## src/rtl/plic_pkg.sv

```systemverilog
package plic_pkg;

   // Transfer kinds carried by an input item
   localparam logic [1:0] KIND_SAMPLE = 2'd0;
   localparam logic [1:0] KIND_READ   = 2'd1;
   localparam logic [1:0] KIND_WRITE  = 2'd2;

   // Fixed field widths
   localparam int OFFSET_W = 26;
   localparam int DATA_W   = 32;
   localparam int LINES_W  = 32;

   // Register map, byte offsets
   localparam logic [OFFSET_W-1:0] OFF_PENDING   = 26'h000_1000;
   localparam logic [OFFSET_W-1:0] OFF_ENABLE    = 26'h000_2000;
   localparam logic [OFFSET_W-1:0] OFF_THRESHOLD = 26'h020_0000;
   localparam logic [OFFSET_W-1:0] OFF_CLAIM     = 26'h020_0004;

   // Register regions hit by an access
   typedef enum logic [2:0] {
      REG_NONE,
      REG_PRIORITY,
      REG_PENDING,
      REG_ENABLE,
      REG_THRESHOLD,
      REG_CLAIM
   } region_type;

   // One input item
   typedef struct packed {
      logic [1:0]          kind;
      logic [OFFSET_W-1:0] offset;
      logic [DATA_W-1:0]   write_data;
      logic [LINES_W-1:0]  source_lines;
   } req_type;

   // One result item
   typedef struct packed {
      logic [DATA_W-1:0] read_data;
      logic              external_irq;
      logic              bad_access;
   } rsp_type;

endpackage

```

## src/rtl/plic_arbiter.sv

```systemverilog
module plic_arbiter #(
   parameter int SOURCES       = 32,
   parameter int PRIORITY_BITS = 3
) (
   input  logic [SOURCES-1:0]       cand,
   input  logic [PRIORITY_BITS-1:0] level [SOURCES],
   output logic                     found,
   output logic [$clog2(SOURCES)-1:0] best_id
);

   localparam int IDW    = $clog2(SOURCES);
   localparam int LEAVES = 1 << IDW;

   logic [LEAVES-1:0]        cand_pad;
   logic [PRIORITY_BITS-1:0] level_pad [LEAVES];
   logic                     node_v    [2*LEAVES];
   logic [PRIORITY_BITS-1:0] node_p    [2*LEAVES];
   logic [IDW-1:0]           node_id   [2*LEAVES];
   logic                     take_left;

   // Pad the candidates up to a power of two
   assign cand_pad = LEAVES'(cand);

   for (genvar g = 0; g < LEAVES; g++) begin : g_pad
      if (g < SOURCES) begin : g_real
         assign level_pad[g] = level[g];
      end else begin : g_empty
         assign level_pad[g] = '0;
      end
   end

   // Compare tree: higher priority wins, left (lower id) wins ties
   always_comb begin
      take_left = 1'b0;
      node_v[0]  = 1'b0;
      node_p[0]  = '0;
      node_id[0] = '0;
      for (int i = 0; i < LEAVES; i++) begin
         node_v[LEAVES+i]  = cand_pad[i];
         node_p[LEAVES+i]  = level_pad[i];
         node_id[LEAVES+i] = IDW'(i);
      end
      for (int n = LEAVES - 1; n >= 1; n--) begin
         take_left = node_v[2*n] && (!node_v[2*n+1] || node_p[2*n] >= node_p[2*n+1]);
         node_v[n]  = node_v[2*n] || node_v[2*n+1];
         node_p[n]  = take_left ? node_p[2*n]  : node_p[2*n+1];
         node_id[n] = take_left ? node_id[2*n] : node_id[2*n+1];
      end
   end

   assign found   = node_v[1];
   assign best_id = node_v[1] ? node_id[1] : '0;

endmodule

```

## src/rtl/plic_core.sv

```systemverilog
module plic_core #(
   parameter int SOURCES       = 32,
   parameter int PRIORITY_BITS = 3
) (
   input  logic              clock,
   input  logic              reset,
   input  logic              item_valid,
   input  plic_pkg::req_type item,
   output plic_pkg::rsp_type result
);

   localparam int IDW = $clog2(SOURCES);
   localparam logic [SOURCES-1:0] SRC_MASK = {{(SOURCES-1){1'b1}}, 1'b0};

   logic [PRIORITY_BITS-1:0] prio_ff [SOURCES];
   logic [PRIORITY_BITS-1:0] prio_in [SOURCES];
   logic [SOURCES-1:0]       enable_ff, enable_in;
   logic [PRIORITY_BITS-1:0] thr_ff, thr_in;
   logic [SOURCES-1:0]       pending_ff, pending_in;
   logic [SOURCES-1:0]       in_flight_ff, in_flight_in;

   logic [SOURCES-1:0]       lines;
   logic [SOURCES-1:0]       pend_gate;
   logic [SOURCES-1:0]       above;
   logic [SOURCES-1:0]       above_next;
   logic [SOURCES-1:0]       elig;
   logic                     claim_found;
   logic [IDW-1:0]           claim_id;
   logic [23:0]              word_addr;
   logic [IDW-1:0]           prio_idx;
   logic [IDW-1:0]           done_idx;
   logic                     done_ok;
   logic                     is_read;
   logic                     is_write;
   plic_pkg::region_type     region;
   logic [31:0]              rdata;
   logic                     bad;

   // Gateways: raise a line that is neither pending nor in flight
   assign lines     = item.source_lines[SOURCES-1:0] & SRC_MASK;
   assign pend_gate = pending_ff | (lines & ~in_flight_ff);

   // Eligible sources for a claim
   always_comb begin
      for (int i = 0; i < SOURCES; i++) begin
         above[i] = prio_ff[i] > thr_ff;
      end
   end

   assign elig = pend_gate & enable_ff & above;

   plic_arbiter #(
      .SOURCES       (SOURCES),
      .PRIORITY_BITS (PRIORITY_BITS)
   ) u_arbiter (
      .cand    (elig),
      .level   (prio_ff),
      .found   (claim_found),
      .best_id (claim_id)
   );

   // Decode the access
   assign word_addr = item.offset[25:2];
   assign prio_idx  = item.offset[IDW+1:2];
   assign done_idx  = item.write_data[IDW-1:0];
   assign done_ok   = (item.write_data < 32'(SOURCES)) && (item.write_data != '0);
   assign is_read   = (item.kind == plic_pkg::KIND_READ);
   assign is_write  = (item.kind == plic_pkg::KIND_WRITE);

   always_comb begin
      if (item.offset[1:0] != 2'b00) begin
         region = plic_pkg::REG_NONE;
      end else if (word_addr < 24'(SOURCES)) begin
         region = plic_pkg::REG_PRIORITY;
      end else if (item.offset == plic_pkg::OFF_PENDING) begin
         region = plic_pkg::REG_PENDING;
      end else if (item.offset == plic_pkg::OFF_ENABLE) begin
         region = plic_pkg::REG_ENABLE;
      end else if (item.offset == plic_pkg::OFF_THRESHOLD) begin
         region = plic_pkg::REG_THRESHOLD;
      end else if (item.offset == plic_pkg::OFF_CLAIM) begin
         region = plic_pkg::REG_CLAIM;
      end else begin
         region = plic_pkg::REG_NONE;
      end
   end

   // Next state and read data
   always_comb begin
      prio_in      = prio_ff;
      enable_in    = enable_ff;
      thr_in       = thr_ff;
      pending_in   = pending_ff;
      in_flight_in = in_flight_ff;
      rdata        = '0;
      bad          = 1'b0;
      if (item_valid) begin
         pending_in = pend_gate;
         if (is_read || is_write) begin
            unique case (region)
               plic_pkg::REG_PRIORITY: begin
                  if (is_write) begin
                     if (prio_idx != '0) begin
                        prio_in[prio_idx] = item.write_data[PRIORITY_BITS-1:0];
                     end
                  end else begin
                     rdata = 32'(prio_ff[prio_idx]);
                  end
               end
               plic_pkg::REG_PENDING: begin
                  if (is_read) begin
                     rdata = 32'(pend_gate);
                  end
               end
               plic_pkg::REG_ENABLE: begin
                  if (is_write) begin
                     enable_in = item.write_data[SOURCES-1:0] & SRC_MASK;
                  end else begin
                     rdata = 32'(enable_ff);
                  end
               end
               plic_pkg::REG_THRESHOLD: begin
                  if (is_write) begin
                     thr_in = item.write_data[PRIORITY_BITS-1:0];
                  end else begin
                     rdata = 32'(thr_ff);
                  end
               end
               plic_pkg::REG_CLAIM: begin
                  if (is_write) begin
                     // complete: re-arm only a claimed, enabled source
                     if (done_ok) begin
                        if (in_flight_ff[done_idx] && enable_ff[done_idx]) begin
                           in_flight_in[done_idx] = 1'b0;
                        end
                     end
                  end else if (claim_found) begin
                     pending_in[claim_id]   = 1'b0;
                     in_flight_in[claim_id] = 1'b1;
                     rdata = 32'(claim_id);
                  end
               end
               default: begin
                  bad = 1'b1;
               end
            endcase
         end
      end
   end

   // Request line after the item
   always_comb begin
      for (int i = 0; i < SOURCES; i++) begin
         above_next[i] = prio_in[i] > thr_in;
      end
   end

   assign result.read_data    = rdata;
   assign result.external_irq = |(pending_in & enable_in & above_next);
   assign result.bad_access   = bad;

   // Hold controller state
   always_ff @(posedge clock) begin
      if (reset) begin
         for (int i = 0; i < SOURCES; i++) begin
            prio_ff[i] <= '0;
         end
         enable_ff    <= '0;
         thr_ff       <= '0;
         pending_ff   <= '0;
         in_flight_ff <= '0;
      end else begin
         prio_ff      <= prio_in;
         enable_ff    <= enable_in;
         thr_ff       <= thr_in;
         pending_ff   <= pending_in;
         in_flight_ff <= in_flight_in;
      end
   end

endmodule

```

## src/rtl/platform_interrupt_controller.sv

```systemverilog
// Platform interrupt controller, one machine-mode context, standard map.
// Input channel: drive req_kind, req_offset, req_write_data and
// req_source_lines with start high; the transfer is taken at the rising
// edge where start is high and busy is low. busy never rises, so a new
// item may be given in every cycle. Every item samples the source lines
// and carries at most one bus read or write.
// Result channel: exactly one result per item. rsp_valid is high for one
// cycle with rsp_read_data, rsp_external_irq and rsp_bad_access; the
// receiver takes it at the edge that ends that cycle and cannot stall it.
// The result strobe is registered behind the taken item (input register,
// then result register), and the receiver accepts the result transfer at
// the edge that ends the strobe cycle. Throughput: one item per cycle.
// The claim search is a registered-to-registered priority compare tree
// over all sources, in the same cycle as the state update.
// Reset (synchronous, active high) clears priorities, enables, threshold,
// pending and in-flight bits and drops any item in progress.
module platform_interrupt_controller #(
   parameter int SOURCES       = 32,
   parameter int PRIORITY_BITS = 3
) (
   input  logic        clock,
   input  logic        reset,
   input  logic        start,
   output logic        busy,
   input  logic [1:0]  req_kind,
   input  logic [25:0] req_offset,
   input  logic [31:0] req_write_data,
   input  logic [31:0] req_source_lines,
   output logic        rsp_valid,
   output logic [31:0] rsp_read_data,
   output logic        rsp_external_irq,
   output logic        rsp_bad_access
);

   logic              valid_ff;
   plic_pkg::req_type req_ff;
   plic_pkg::req_type req_in;
   plic_pkg::rsp_type result;
   logic              rsp_valid_ff;
   plic_pkg::rsp_type rsp_ff;

   assign busy = 1'b0;

   assign req_in.kind         = req_kind;
   assign req_in.offset       = req_offset;
   assign req_in.write_data   = req_write_data;
   assign req_in.source_lines = req_source_lines;

   // Capture the incoming transfer
   always_ff @(posedge clock) begin
      if (reset) begin
         valid_ff <= 1'b0;
      end else begin
         valid_ff <= start && !busy;
      end
      req_ff <= req_in;
   end

   plic_core #(
      .SOURCES       (SOURCES),
      .PRIORITY_BITS (PRIORITY_BITS)
   ) u_core (
      .clock      (clock),
      .reset      (reset),
      .item_valid (valid_ff),
      .item       (req_ff),
      .result     (result)
   );

   // Register the result for one strobe cycle
   always_ff @(posedge clock) begin
      if (reset) begin
         rsp_valid_ff <= 1'b0;
      end else begin
         rsp_valid_ff <= valid_ff;
      end
      rsp_ff <= result;
   end

   assign rsp_valid        = rsp_valid_ff;
   assign rsp_read_data    = rsp_ff.read_data;
   assign rsp_external_irq = rsp_ff.external_irq;
   assign rsp_bad_access   = rsp_ff.bad_access;

`ifndef SYNTHESIS
   // every taken transfer yields a result through the input and result registers
   a_result_follows: assert property (@(posedge clock) disable iff (reset)
      (start && !busy) |=> ##1 rsp_valid)
      else $error("result strobe missing after taken transfer");

   // no result without a transfer taken through the input and result registers
   a_no_spurious: assert property (@(posedge clock) disable iff (reset)
      rsp_valid |-> $past(start && !busy, 2))
      else $error("result strobe without a transfer");

   // an unmapped access returns no data
   a_bad_zero: assert property (@(posedge clock) disable iff (reset)
      (rsp_valid && rsp_bad_access) |-> (rsp_read_data == 32'd0))
      else $error("bad access returned data");
`endif

endmodule
```

## config.mk

```make
export PLATFORM = sky130hd
export DESIGN_NAME = platform_interrupt_controller
export DESIGN_NICKNAME = d
export VERILOG_FILES = /design/src/rtl/plic_pkg.sv /design/src/rtl/plic_arbiter.sv /design/src/rtl/plic_core.sv /design/src/rtl/platform_interrupt_controller.sv
export SDC_FILE = /design/constraint.sdc
export NUM_CORES = 1
export LEC_CHECK = 0
export BUFFER_PORTS_ARGS = -buffer_cell sky130_fd_sc_hd__buf_2
export CORE_ASPECT_RATIO = 0.9
export CORE_MARGIN = 8
export CORE_UTILIZATION = 38
export CTS_CLUSTER_DIAMETER = 30
export DETAILED_ROUTE_END_ITERATION = 16
export PLACE_DENSITY = 0.55
export SLEW_MARGIN = 20
export SYNTH_ARGS = -nofsm -noshare
export SYNTH_HDL_FRONTEND = slang
export SYNTH_HIERARCHICAL = 1
export SYNTH_SLANG_ARGS = --single-unit
```

## constraint.sdc

```tcl
create_clock -name clock -period 14.85 [get_ports clock]
set_input_delay 1.485 -clock clock [delete_from_list [all_inputs] [get_ports clock]]
set_output_delay 1.485 -clock clock [all_outputs]
set_load 0.05 [all_outputs]
```

==> results_dict.tcl, run 1 <==
set metrics [dict create \
    die-width_um 268 \
    drv_cap 0 \
    drive_gt1_share_pct 16.7 \
    first_global_vias 19600 \
    clock_skew_ns 0.0227 \
    finalWirelength_um 85700 \
    rows 83 \
    rsz0062_at_grt "false" \
    stdcell_area_um2 25800 \
    max_slew_margin_pct 16.8 \
    vias_per_cell 5.88 \
    cts.sinks 322 \
    cp_top_family "simple AND/OR/NAND/NOR gates" \
    cts_tree "yes" \
    post_cts_buffers 0 \
    ant_nets 0 \
    vdd.ir_drop.worst_v 0.0000878 \
    period_needed_ns 13.26 \
    critical_path.max_stage_delay_ns 0.93 \
    ys.warnings.count 6 \
    syn_area_um2 21800 \
    remaining_drc_errors 0 \
    grt-ovfl-total 0 \
    cp.buffers_inverters 3 \
    grt.total_usage_pct 25.4 \
    max_freq_mhz 75.4 \
    syn_area_per_cell_um2 8.65 \
    p_leak_nw 10.5 \
    status "completed" \
    routabilityCongestion 0.922 \
    fin_nets 2994 \
    io_pins 131 \
    portBuffers 128 \
    cellPowerDensity_nw_per_um2 102 \
    clockBufferDepth 3 \
    hold_class "flip-flop to flip-flop" \
    insertion_delay_ns 0.61 \
    grt_pass1_wl_um 126000 \
    setup_viol 0 \
    fin_setup_tns_ns 0 \
    postSynthCellCount 2517 \
    dpl_cell_area_um2 23200 \
    syn-num-nets 2858 \
    core_um2 56800 \
    hold_violations 0 \
    final_max_slew_viol_count 0 \
    cp.arrival_ns 13.70 \
    numCtsBuffers 77 \
    tightest_slew_ns 1.23 \
    antenna_found_initial 1 \
    start_kind "flip-flop" \
    cp_slowest_cell "dfxtp_1" \
    clkSlewWorstSetupHoldPaths_ns 0.05 \
    first_pass_iters 5 \
    syn2layout_area_growth_pct 18.5 \
    grt_max_degree 125 \
    wl_per_cell_um 24.6 \
    critPathRequiredTime_ns 15.29 \
    drt-initial-drc-count 1765 \
    root_buffer "clkbuf_16" \
    ctsHoldBuffers 0 \
    cts.htree.levels 3 \
    ctsResizeCount 0 \
    crit_type "flip-flop to flip-flop" \
    crit_fanout 15 \
    vias 20500 \
    die_area_um2 65200 \
    power_w 0.00264 \
    fin_crit_sh_pct 89.3 \
    die_height_um 243 \
    antenna-diode-count 0 \
    start_util_pct 38.3 \
    place_hpwl_um 65600 \
    end_kind "flip-flop" \
]
-- power by group --
| part | leakage, nW | switching (W) | total, W | internal, W |
|---|---|---|---|---|
| registers | 2.63 | 0.0000167 | 0.000902 | 0.000886 |
| logic | 6.63 | 0.0000569 | 0.0000854 | 0.0000285 |
| clock network | 1.26 | 0.000549 | 0.00166 | 0.00111 |
| total | 10.5 | 0.000623 | 0.00264 | 0.00202 |
-- sequential cells by signal, indices dropped and copies added, names as in the netlist --
signal,flops
rsp_external_irq,1
rsp_bad_access,1
u_core/enable_ff,32
u_core/pending_ff,32
u_core/thr_ff,3
u_core/prio_ff,96
rsp_read_data,32
rsp_valid,1
u_core/in_flight_ff,32
valid_ff,1
req_ff,91
-- layer usage --
| metal | global-route usage [%] | vias to the layer above | part of all wire [%] |
|---|---|---|---|
| met5 | 0 | - | 0 |
| met3 | 5.79 | 182 | 8.6 |
| li1 | - | 9431 | - |
| met2 | 37.1 | 926 | 42 |
| met1 | 35.3 | 9916 | 45 |
| met4 | 11.5 | 0 | 4.6 |
-- metrics by stage --
step | worst slack (ns) | instances | utilization (%) | hold WS, ns
detailed placement | 1.83 | 3339 | 40.8 | 0.481
global placement | 2.07 | 3339 | 40.8 | 0.459
floorplan | 4.24 | 2517 | - | 0.432
finish | 1.59 | 3478 | 45.4 | 0.487
CTS | 1.81 | 3478 | 45.4 | 0.485
global route | 0.770 | 3478 | 45.4 | 0.513
-- tightest hold or removal path, cell delays in order (launching register included) --
cell	delay (ns)
dfxtp_1	0.32
nand2_1	0.06
a21oi_1	0.05
-- path summary, 6_finish.rpt --
path | start | endpoint | slack, ns | cells after the start
worst max register to register | u_core/thr_ff[0] | rsp_external_irq | 1.59 | 45
worst min-delay path | u_core/enable_ff[28] | rsp_read_data[28] | 0.49 | 2
worst max-delay path | u_core/thr_ff[0] | rsp_external_irq | 1.59 | 45
worst min register to register | u_core/enable_ff[28] | rsp_read_data[28] | 0.49 | 2
-- layout by cell type, fill, tap and decap left out, types with 19 or more instances in the layout --
cell,instances
dfxtp_1,319
ha_1,246
nor2_1,225
a21oi_1,184
nand2_1,165
inv_1,164
o21ai_0,141
buf_2,127
mux2i_1,127
nor2b_1,120
clkbuf_16,78
nand3_1,72
nand2b_1,50
mux2_2,48
mux4_2,42
o211ai_1,40
buf_4,37
nor3_1,31
a31oi_1,27
a21o_1,27
nand4_1,26
nor4_1,24
a211oi_1,23
a22oi_1,19
-- cell type report --
cell class              count  area (um^2)
multi-input cells        1922        14300
repair buffers            165          925
flip-flops and latches    322         6450
clock inverters            35          414
inverters                 165          619
clock buffers             104         2190
fillers                  5595        31000
well taps                 765          957
No activity file was read; power rests on OpenSTA's default activity.
==> run 2, diff against run 1 <==
--- a/config.mk
+++ b/config.mk
@@ -15,5 +15,4 @@
 export SLEW_MARGIN = 20
 export SYNTH_ARGS = -nofsm -noshare
 export SYNTH_HDL_FRONTEND = slang
-export SYNTH_HIERARCHICAL = 1
 export SYNTH_SLANG_ARGS = --single-unit
==> results_dict.tcl, run 2 <==
set metrics [dict create \
    status "completed" \
    largest_reg_flops 96 \
    syn-num-nets 2762 \
    grt.total_usage_pct 25.1 \
    setup_viol 0 \
    insertion_delay_ns 0.66 \
    fin_util_pct 46.8 \
    finalWirelength_um 82700 \
    root_buffer "clkbuf_16" \
    grt-ovfl-total 0 \
    yosysUniqueCellTypes 118 \
    m1WireLength_um 36700 \
    reg_top3 "u_core.prio_ff (96), req_ff (91)" \
    largest_register "u_core.prio_ff" \
    hold_violations 0 \
    cts_tree "yes" \
    postSynthCellCount 2389 \
    ys_seq_area_share_pct 30.0 \
    cp_slowest_cell "inv_1" \
    drt-initial-drc-count 1857 \
    max_freq_mhz 78.5 \
    cellPowerDensity_nw_per_um2 113 \
    ctsResizeCount 0 \
    first_pass_iters 5 \
    grt_max_degree 102 \
    layout_commonest_cell "dfxtp_1" \
    synth_seq_cells 322 \
    io_pins 131 \
    wl_met2_um 34100 \
    die_height_um 241 \
    ys.warnings.count 0 \
    remaining_drc_errors 0 \
    crit_fanout 17 \
    vias_per_cell 5.88 \
    post_cts_buffers 0 \
    switching_power_w 0.000727 \
    p_leak_nw 10.7 \
    place_hpwl_um 61400 \
    core_um2 55700 \
    start_kind "flip-flop" \
    period_needed_ns 12.74 \
    wl_per_cell_um 24.5 \
    fin_nets 2924 \
    critPathRequiredTime_ns 15.26 \
    cts.sinks 322 \
    antenna_found_initial 1 \
    ctsHoldBuffers 0 \
    tightest_slew_ns 1.14 \
    synthFlopType "dfxtp_1" \
    final_cell_mix "dfxtp_1 (317), ha_1 (278), nor2_1 (194), a21oi_1 (177), nand2_1 (155)" \
    clkSlewWorstSetupHoldPaths_ns 0.05 \
    combPwrFrac_pct 2.8 \
    cts.htree.levels 3 \
    yosys-top-cells-area "dfxtp_1 (30%), ha_1 (16%), mux4_2 (4.2%)" \
    dr.max_layer_used "met5" \
    syn_area_um2 21500 \
    final_max_slew_viol_count 0 \
    rsz0062_at_grt "false" \
    die_area_um2 64300 \
    ys_top_cells_by_count "dfxtp_1 (322), ha_1 (278), nor2_1 (194)" \
    end_kind "flip-flop" \
    placed_cells 3218 \
    drv_cap 0 \
    first_global_vias 19500 \
    switching_share_pct 24.6 \
    fin_setup_tns_ns 0 \
    grt_pass1_wl_um 123000 \
    clock_skew_ns 0.0569 \
    fin_cells 3376 \
    max_slew_margin_pct 23.9 \
    hold_class "flip-flop to flip-flop" \
    routabilityCongestion 0.978 \
    vias 19800 \
    vdd.ir_drop.worst_v 0.000115 \
    syn_area_per_cell_um2 8.98 \
    start_util_pct 38.5 \
    cp.arrival_ns 13.15 \
    async_reset_ff_share_pct 0 \
    fin_crit_sh_pct 85.8 \
    routed-wl-met3_um 8390 \
    rows 82 \
    clockBufferDepth 3 \
    synth_most_common_cell "dfxtp_1" \
    antenna-diode-count 0 \
    clockPowerShare_pct 66.7 \
    syn2layout_area_growth_pct 21.6 \
    p_int_w 0.00223 \
    yosysTopAreaCell "dfxtp_1" \
    p_seq_share_pct 30.5 \
    portBuffers 128 \
    numCtsBuffers 87 \
    synth.top_cell.area_share_pct 30.0 \
    drive_gt1_share_pct 18.8 \
    critical_path.max_stage_delay_ns 0.79 \
    ant_nets 0 \
    synth_edf_count 0 \
    crit_type "flip-flop to flip-flop" \
    die-width_um 266 \
]
-- run 2: logic make-up (layout without fill, tap and decap cells) --
| logic type | Yosys count | count (layout) | share of synthesized area, % |
|---|---|---|---|
| compound gates | 618 | 618 | 19.4 |
| flops | 322 | 322 | 30.0 |
| other cells | 1 | 1 | 0.0175 |
| simple gates | 774 | 774 | 19.2 |
| fa+ha+maj | 279 | 279 | 16.3 |
| mux | 181 | 181 | 11.1 |
| xor+xnor | 1 | 1 | 0.0408 |
| buf+inv | 213 | 444 | 4.00 |
-- run 2: path summary, 6_finish.rpt --
check | cells after the start | to | slack, ns | startpoint
max | 46 | rsp_external_irq | 2.11 | u_core.thr_ff[2]
min reg2reg | 2 | u_core.in_flight_ff[0] | 0.48 | u_core.in_flight_ff[0]
max reg2reg | 46 | rsp_external_irq | 2.11 | u_core.thr_ff[2]
min | 2 | u_core.in_flight_ff[0] | 0.48 | u_core.in_flight_ff[0]
-- run 2: layout make-up --
cell class / count / area (um^2)
Multi-Input combinational cell: 1854 / 14200
Fill cell: 5263 / 29600
Clock inverter: 58 / 822
Sequential cell: 322 / 6450
Tap cell: 756 / 946
Timing Repair Buffer: 162 / 902
Clock buffer: 100 / 2290
Inverter: 124 / 465
-- run 2: critical path, delay by kind of cell, from the launching register on --
kind / cells / cell delay, ns
simple gates: 14 / 2.81
flops: 1 / 0.35
fa+ha+maj: 5 / 1.47
buf+inv: 5 / 1.76
compound gates: 22 / 6.07
-- run 2: per-stage QoR --
step | instance area, um^2 | worst slack (ns) | total power, W | hold WS, ns
6_report | 26100 | 2.11 | 0.00296 | 0.478
3_3_place_gp | 23000 | 2.71 | 0.000997 | 0.448
2_1_floorplan | 21500 | 5.27 | 0.000952 | 0.432
5_1_grt | 26100 | 1.43 | 0.00303 | 0.507
4_1_cts | 26100 | 2.44 | 0.00298 | 0.468
3_5_place_dp | 23000 | 2.51 | 0.000998 | 0.458
-- run 2: routing by layer --
layer	global-route usage, %	vias to the layer above
li1	-	9122
met1	34.3	9550
met2	36.9	957
met3	6.67	215
met4	11.3	2
met5	0	-
-- run 2: power groups by stage --
stage               Combinational (W)  Sequential, W  Clock (W)
finish                      0.0000821       0.000903    0.00197
global route                0.0000868       0.000903    0.00205
CTS                         0.0000802       0.000902    0.00200
detailed placement          0.0000798       0.000918          0
global placement            0.0000794       0.000918          0
floorplan                   0.0000439       0.000909          0
